==> src/rtl/core/sba_pkg.sv <==
`default_nettype none

package sba_pkg;

   // fixed field widths
   localparam int unsigned MODE_W  = 2;
   localparam int unsigned STATE_W = 10;
   localparam int unsigned MASK_W  = 64;
   localparam int unsigned POS_W   = 10;
   localparam int unsigned COUNT_W = 11;
   localparam int unsigned BIT_W   = 6;

   typedef enum logic [MODE_W-1:0] {
      MODE_ADD   = 2'd0,
      MODE_READ  = 2'd1,
      MODE_CLEAR = 2'd2,
      MODE_NOP   = 2'd3
   } mode_type;

   typedef struct packed {
      mode_type             mode;
      logic [STATE_W-1:0]   state_index;
      logic [MASK_W-1:0]    value;
      logic [POS_W-1:0]     list_position;
   } req_type;

   typedef struct packed {
      logic [STATE_W-1:0]   out_state;
      logic [MASK_W-1:0]    out_mask;
      logic                 newly_touched;
      logic [COUNT_W-1:0]   touched_count;
   } rsp_type;

   // what the datapath does in the current cycle
   typedef enum logic [2:0] {
      PH_NONE,
      PH_INIT,
      PH_ACCEPT,
      PH_ADD,
      PH_RD_LIST,
      PH_CLR
   } phase_type;

   // which response the datapath registers
   typedef enum logic [1:0] {
      EMIT_ADD,
      EMIT_OOR,
      EMIT_READ,
      EMIT_ZERO
   } emit_kind_type;

   typedef struct packed {
      phase_type      phase;
      logic           emit;
      emit_kind_type  emit_kind;
      logic           clear_count;
   } cmd_type;

   typedef struct packed {
      mode_type  req_mode;
      logic      init_done;
      logic      st_ok;
      logic      pos_ok;
      logic      walk_done;
   } status_type;

endpackage

`default_nettype wire

==> src/rtl/core/sba_ctrl.sv <==
`default_nettype none

module sba_ctrl (
   input  wire logic               clock,
   input  wire logic               reset,
   input  wire logic               start,
   output      logic               busy,
   input  wire sba_pkg::status_type status,
   output      sba_pkg::cmd_type    cmd
);

   typedef enum logic [2:0] {
      ST_INIT,
      ST_IDLE,
      ST_ADD,
      ST_RD_LIST,
      ST_RD_MASK,
      ST_CLR,
      ST_NOP
   } state_type;

   state_type state_ff;
   state_type state_in;

   // next state and datapath commands
   always_comb begin
      state_in          = state_ff;
      cmd.phase         = sba_pkg::PH_NONE;
      cmd.emit          = 1'b0;
      cmd.emit_kind     = sba_pkg::EMIT_ZERO;
      cmd.clear_count   = 1'b0;
      unique case (state_ff)
         ST_INIT: begin
            cmd.phase = sba_pkg::PH_INIT;
            if (status.init_done) begin
               state_in = ST_IDLE;
            end
         end
         ST_IDLE: begin
            if (start) begin
               cmd.phase = sba_pkg::PH_ACCEPT;
               unique case (status.req_mode)
                  sba_pkg::MODE_ADD:   state_in = ST_ADD;
                  sba_pkg::MODE_READ:  state_in = ST_RD_LIST;
                  sba_pkg::MODE_CLEAR: state_in = ST_CLR;
                  sba_pkg::MODE_NOP:   state_in = ST_NOP;
                  default:             state_in = ST_NOP;
               endcase
            end
         end
         ST_ADD: begin
            cmd.phase     = sba_pkg::PH_ADD;
            cmd.emit      = 1'b1;
            cmd.emit_kind = status.st_ok ? sba_pkg::EMIT_ADD : sba_pkg::EMIT_OOR;
            state_in      = ST_IDLE;
         end
         ST_RD_LIST: begin
            if (status.pos_ok) begin
               cmd.phase = sba_pkg::PH_RD_LIST;
               state_in  = ST_RD_MASK;
            end else begin
               cmd.emit  = 1'b1;
               state_in  = ST_IDLE;
            end
         end
         ST_RD_MASK: begin
            cmd.emit      = 1'b1;
            cmd.emit_kind = sba_pkg::EMIT_READ;
            state_in      = ST_IDLE;
         end
         ST_CLR: begin
            cmd.phase = sba_pkg::PH_CLR;
            if (status.walk_done) begin
               cmd.emit        = 1'b1;
               cmd.clear_count = 1'b1;
               state_in        = ST_IDLE;
            end
         end
         ST_NOP: begin
            cmd.emit = 1'b1;
            state_in = ST_IDLE;
         end
         default: begin
            state_in = ST_IDLE;
         end
      endcase
   end

   // state register
   always_ff @(posedge clock) begin
      if (reset) begin
         state_ff <= ST_INIT;
      end else begin
         state_ff <= state_in;
      end
   end

   assign busy = (state_ff != ST_IDLE);

endmodule

`default_nettype wire

==> config.mk <==
export PLATFORM = sky130hd
export DESIGN_NAME = sba_ctrl
export DESIGN_NICKNAME = d
export VERILOG_FILES = /design/src/rtl/core/sba_pkg.sv /design/src/rtl/core/sba_ctrl.sv
export SDC_FILE = /design/constraint.sdc
export NUM_CORES = 1
export LEC_CHECK = 0
export ABC_AREA = 1
export BUFFER_PORTS_ARGS = -buffer_cell sky130_fd_sc_hd__buf_2
export CORE_AREA = 10 10 47 49
export CTS_BUF_LIST = sky130_fd_sc_hd__clkbuf_2
export CTS_CLUSTER_DIAMETER = 80
export DETAILED_ROUTE_END_ITERATION = 12
export DIE_AREA = 0 0 57 59
export PLACE_DENSITY = 0.53
export SLEW_MARGIN = 10
export SYNTH_ARGS = -nofsm -noshare
export SYNTH_HDL_FRONTEND = slang
export SYNTH_SLANG_ARGS = --single-unit
==> constraint.sdc <==
create_clock -name clock -period 1.7 [get_ports clock]
set_input_delay 0.17 -clock clock [delete_from_list [all_inputs] [get_ports clock]]
set_output_delay 0.17 -clock clock [all_outputs]
set_load 0.05 [all_outputs]
==> results.py, run 1 <==
metrics = {
    "run_status": {
        "status": "finished clean",
    },
    "place": {
        "place_inst": 87,
        "placed_cell_area_um2": 431.7,
        "io_buffer_count": 16,
        "globalplace.congestion": 0.7730,
        "hpwl_um": 771.8,
    },
    "clock_network": {
        "cts_sinks": 3,
        "cts.path.max_buffers": 2,
        "numCtsBuffers": 3,
        "htree_levels": 1,
        "cts_root_buffer": "clkbuf_2",
        "cts_hold_buf": 0,
        "cts_resized": 0,
        "post_cts_buffers": 0,
        "path_clk_slew_ps": 40,
        "clkLatencyLatePin_ps": 190,
        "cts_tree": "yes",
    },
    "timing": {
        "final_max_slew_viol_count": 0,
        "clock.fmax_mhz": 674.8,
        "fin_crit_sh_pct": 87.17,
        "relSlewSlack_pct": 83.17,
        "setup_viol": 0,
        "finClkSkew_ps": 1.236,
        "hold_viol": 0,
        "tightest_slew_ps": 254.2,
        "final.setup.tns_ps": 0,
        "grt_setup_unrepaired": "no",
        "final.min_clock_period_ps": 1482,
    },
    "global_routing": {
        "grt_pass1_wl_um": 1435,
        "antenna_found_initial": 0,
        "grt_pass1_vias": 372,
        "grt_use_total_pct": 5.306,
        "grt-ovfl-total": 0,
        "grt_max_degree": 6,
    },
    "critical_path": {
        "endpoint_kind": "output pin",
        "startpoint_type": "flop",
        "max_stage_delay_ps": 440,
        "path_class": "reg -> out",
        "worstPathMaxFanout": 5,
        "required_ps": 1530,
        "crit_arrival_ps": 1310,
        "slowest_stage": "dfxtp_1",
        "crit_chain": "nand3_2, o221ai_1, buf_2",
    },
    "synth": {
        "synth_async_sr_flop_share_pct": 0,
        "yosys_register_bits": 3,
        "synth_top_cell_by_area": "dfxtp_1",
        "synthDistinctLibCells": 17,
        "synth_nets": 67,
        "ys.warnings.count": 0,
        "synth_edf_count": 0,
        "netlist.area_leader.share_pct": 18.11,
        "synthTopCellsByCount": "inv_1, nand2_1, nor2_1",
        "yosysSeqAreaShare_pct": 18.11,
        "syn-instance-count": 55,
        "synth.avg_cell_area_um2": 6.029,
        "synth_area_leaders": "dfxtp_1, ha_1, inv_1",
        "ys.flop_type": "dfxtp_1",
        "synthesis.area_um2": 331.6,
    },
    "finish": {
        "largest_reg_flops": 3,
        "fin_area_um2": 451.7,
        "diodes": 0,
        "drive_above_1_share_pct": 44.00,
        "layout.cells.non_filler": 91,
        "reg.largest.list": "state_ff x3",
        "syn_to_final_growth_pct": 36.23,
        "fin_util_pct": 32.23,
        "top_register": "state_ff",
        "nets": 88,
    },
    "floorplan": {
        "dieHeight_um": 59,
        "die_x_um": 57,
        "io_pins": 17,
        "core.rowCount": 14,
        "start_util_pct": 23.66,
        "core_area_um2": 1401,
        "fp.dieArea_um2": 3363,
    },
    "drt": {
        "postRouteAntennaNets": 0,
        "vias": 371,
        "detail_route.wl_per_cell_um": 9.198,
        "vias_per_cell": 4.077,
        "wl_um": 837,
        "drc_errors": 0,
        "drt_iter0_markers": 6,
        "dr.pass1.iters": 4,
    },
    "min_path": {
        "min_path_type": "in -> reg",
    },
    "flow_run": {
        "maxCapViolCount": 0,
    },
    "power": {
        "peakVddDrop_uv": 204.3,
        "p_leak_nw": 0.2628,
        "p_per_area_nw_per_um2": 756.3,
    },
}
==> power breakdown <==
group,total [W],switching (W),internal [W]
logic,0.000161,0.000116,0.0000448
clock network,0.0000951,0.0000331,0.0000621
registers,0.0000852,0.00000839,0.0000768
total,0.000342,0.000158,0.000184
==> cell usage in the layout (no fill, tap or decap), types with 2 or more instances in the layout <==
master	count
buf_2	16
inv_1	10
nand2_1	10
nor2_1	6
inv_2	4
nor2_2	4
clkbuf_2	4
nand3_1	3
ha_1	3
dfxtp_1	3
nand2_2	2
a21oi_1	2
o21ai_1	2
==> path summary, 6_finish.rpt <==
kind | startpoint | endpoint | slack (ps) | depth (start not counted)
min | reset | state_ff[2] | 160 | 2
max reg2reg | state_ff[2] | state_ff[2] | 620 | 5
min reg2reg | state_ff[0] | state_ff[2] | 710 | 4
max | state_ff[2] | cmd[3] | 220 | 3
==> worst max-delay path, delay by kind of cell, from the launching register on <==
| family | cells | cell delay (ps) |
|---|---|---|
| buffers and inverters | 1 | 290 |
| flip-flops | 1 | 440 |
| AO/OA/AOI/OAI | 1 | 210 |
| AND/OR/NAND/NOR | 1 | 180 |
==> routing by layer <==
metal  GRT usage (%)  up-vias  share of wire (%)
met5               0        -                  0
met4           5.034        0                  0
met3           1.717        0                7.4
met2           8.837       13                 53
met1           5.083      151                 40
li1                -      207                  -
==> metrics by stage <==
| stage | total power (W) | hold slack, ps | setup WS, ps |
|---|---|---|---|
| global route | 0.0003701 | 157.3 | 77.89 |
| global placement | 0.0002497 | 358.9 | 407.6 |
| detailed placement | 0.0002502 | 364.7 | 417.2 |
| floorplan | 0.0002104 | 232.4 | 7.622 |
| CTS | 0.0003496 | 152.9 | 196.8 |
| finish | 0.0003416 | 163.1 | 218.1 |
==> cell type report <==
| class | count | area, µm² |
|---|---|---|
| clock buffers | 4 | 20.02 |
| flip-flops and latches | 3 | 60.06 |
| inverters | 14 | 52.55 |
| multi-input cells | 38 | 219.0 |
| fillers | 170 | 949.7 |
| repair buffers | 16 | 80.08 |
| well taps | 16 | 20.02 |
==> kinds of logic (layout without fill, tap and decap cells) <==
logic type / after synthesis / count (layout) / synth area share, %
AND/OR/NAND/NOR: 28 / 28 / 41.88
buffers and inverters: 14 / 34 / 15.85
AO/OA/AOI/OAI: 7 / 7 / 12.83
adder cells (fa/ha/maj): 3 / 3 / 11.32
flip-flops: 3 / 3 / 18.11
Note: power is estimated with default switching activity, not from simulation.
==> run 2, diff against run 1 <==
- RECOVER_POWER: unset -> 25
==> run 2 against run 1 <==
  * Hold slack about the same
  * First-iteration DRC count decreased by 17%
  * Sequential power shrank 0.7%
  * Flip-flop and latch count did not move
  * Via count increased by 0.54%
  * Global-route usage is the same
  * Register-to-register slack lost 90 ps
  * Sequential share of layout area up 0.15 points
  * Critical path depth unchanged
  * Final cell count stayed put
  * Maximum frequency is 5.8% lower
  * Non-clock buffer count is the same
  * Critical endpoint unchanged
==> results.py, run 2 (synthesis gave the netlist of run 1 again) <==
metrics = {
    "timing": {
        "tightest_slew_ps": 263.6,
        "finClkSkew_ps": 1.684,
        "relSlewSlack_pct": 82.38,
        "whs_ps": 162.9,
        "final_max_slew_viol_count": 0,
        "setup_viol": 0,
        "final.min_clock_period_ps": 1573,
        "hold_viol": 0,
        "timing.final.ws_setup_ps": 126.6,
        "grt_setup_unrepaired": "no",
        "fin_crit_sh_pct": 92.55,
        "final.setup.tns_ps": 0,
        "clock.fmax_mhz": 635.6,
    },
    "global_routing": {
        "grt_pass1_vias": 372,
        "grt_use_total_pct": 5.306,
        "grt_pass1_wl_um": 1435,
        "grt-ovfl-total": 0,
        "grt_max_degree": 6,
        "antenna_found_initial": 0,
    },
    "finish": {
        "syn_to_final_growth_pct": 34.72,
        "diodes": 0,
        "final_cell_mix": "buf_2, inv_1, nand2_1",
        "fill_cells": 170,
        "final_common_cell": "buf_2",
        "regArea_um2": 60.06,
        "reg.largest.list": "state_ff x3",
        "multiInputGateArea_um2": 214.0,
        "fin_area_um2": 446.7,
        "drive_above_1_share_pct": 42.67,
        "layout.cells.non_filler": 91,
        "nets": 88,
        "top_register": "state_ff",
        "largest_reg_flops": 3,
    },
    "critical_path": {
        "crit_family": "flip-flops",
        "max_stage_delay_ps": 420,
        "path_class": "reg -> out",
        "endpoint_kind": "output pin",
        "crit_buf_inv": 1,
        "cp_num_cells": 3,
        "crit_arrival_ps": 1400,
        "startpoint_type": "flop",
        "worstPathMaxFanout": 5,
        "slowest_stage": "dfxtp_1",
        "crit_chain": "nand3_1, o221ai_1, buf_2",
        "required_ps": 1530,
        "reg2regPathDepth": 5,
    },
    "floorplan": {
        "core_area_um2": 1401,
        "dieHeight_um": 59,
        "fp.dieArea_um2": 3363,
        "die_x_um": 57,
        "io_pins": 17,
        "start_util_pct": 23.66,
        "core.rowCount": 14,
    },
    "clock_network": {
        "numCtsBuffers": 3,
        "cts_tree": "yes",
        "cts_root_buffer": "clkbuf_2",
        "htree_levels": 1,
        "path_clk_slew_ps": 40,
        "cts_hold_buf": 0,
        "cts_resized": 0,
        "clkLatencyLatePin_ps": 190,
        "cts.path.max_buffers": 2,
        "cts_sinks": 3,
        "post_cts_buffers": 0,
    },
    "power": {
        "combPwrFrac_pct": 47.2,
        "peakVddDrop_uv": 204.2,
        "p_leak_nw": 0.2627,
        "internal_power_w": 0.0001835,
        "switching_power_w": 0.0001575,
        "p_sw_share_pct": 46.19,
        "power_frac_seq_pct": 24.8,
        "p_per_area_nw_per_um2": 763.4,
        "clkPwrFrac_pct": 28.0,
    },
    "drt": {
        "detail_route.wl_per_cell_um": 9.275,
        "drc_errors": 0,
        "postRouteAntennaNets": 0,
        "drt_iter0_markers": 5,
        "wl_um": 844,
        "vias": 373,
        "dr.pass1.iters": 4,
        "vias_per_cell": 4.099,
    },
    "place": {
        "io_buffer_count": 16,
        "globalplace.congestion": 0.7730,
        "placed_cell_area_um2": 431.7,
        "place_inst": 87,
        "hpwl_um": 771.8,
        "place_ws_ps": 417.2,
    },
    "flow_run": {
        "maxCapViolCount": 0,
    },
    "min_path": {
        "min_path_type": "in -> reg",
        "hold_depth": 2,
    },
    "run_status": {
        "status": "finished clean",
    },
}
run 2: cell types whose count changed in the layout (fill, tap and decap cells not counted):
cell / change
nand3_1: +1
nand3_2: -1
run 2: stage by stage:
step	total power [W]	util (%)
CTS	0.0003496	32.23
global route	0.0003689	31.87
detailed placement	0.0002502	30.80
global placement	0.0002497	30.80
finish	0.0003410	31.87
floorplan	0.0002104	-
run 2: cell type report:
class / count / area share (%)
multi-input combinational: 38 / 47.90
inverter: 14 / 11.76
tap: 16 / 4.482
clock buffer: 4 / 4.482
sequential: 3 / 13.45
timing repair buffer: 16 / 17.93
run 2: layer usage:
layer	wire (µm)	part of all wire, %	global-route usage (%)	vias up
li1	-	-	-	206
met1	339	40	5.083	156
met2	448	53	8.837	11
met3	56	6.6	1.717	0
met4	0	0	5.034	0
met5	0	0	0	-
run 2: worst paths after layout:
check	from	endpoint	slack (ps)
setup / recovery	state_ff[2]	cmd[3]	130
hold / removal	reset	state_ff[2]	160
setup reg to reg	state_ff[2]	state_ff[2]	530
hold reg to reg	state_ff[0]	state_ff[1]	720
run 2: worst reg2reg max path, stage by stage (launching register included):
cell and delay, ps:
dfxtp_1 420, nand3_1 250, nor2_4 190, nor2_2 50, nand3_1 100, a21oi_2 50
run 2: power groups by stage:
stage	clock [W]	combinational, W	sequential (W)
6_report	0.0000954	0.000161	0.0000846
5_1_grt	0.000104	0.000180	0.0000852
4_1_cts	0.000100	0.000164	0.0000852
3_5_place_dp	0	0.000164	0.0000863
3_3_place_gp	0	0.000164	0.0000860
2_1_floorplan	0	0.000125	0.0000852
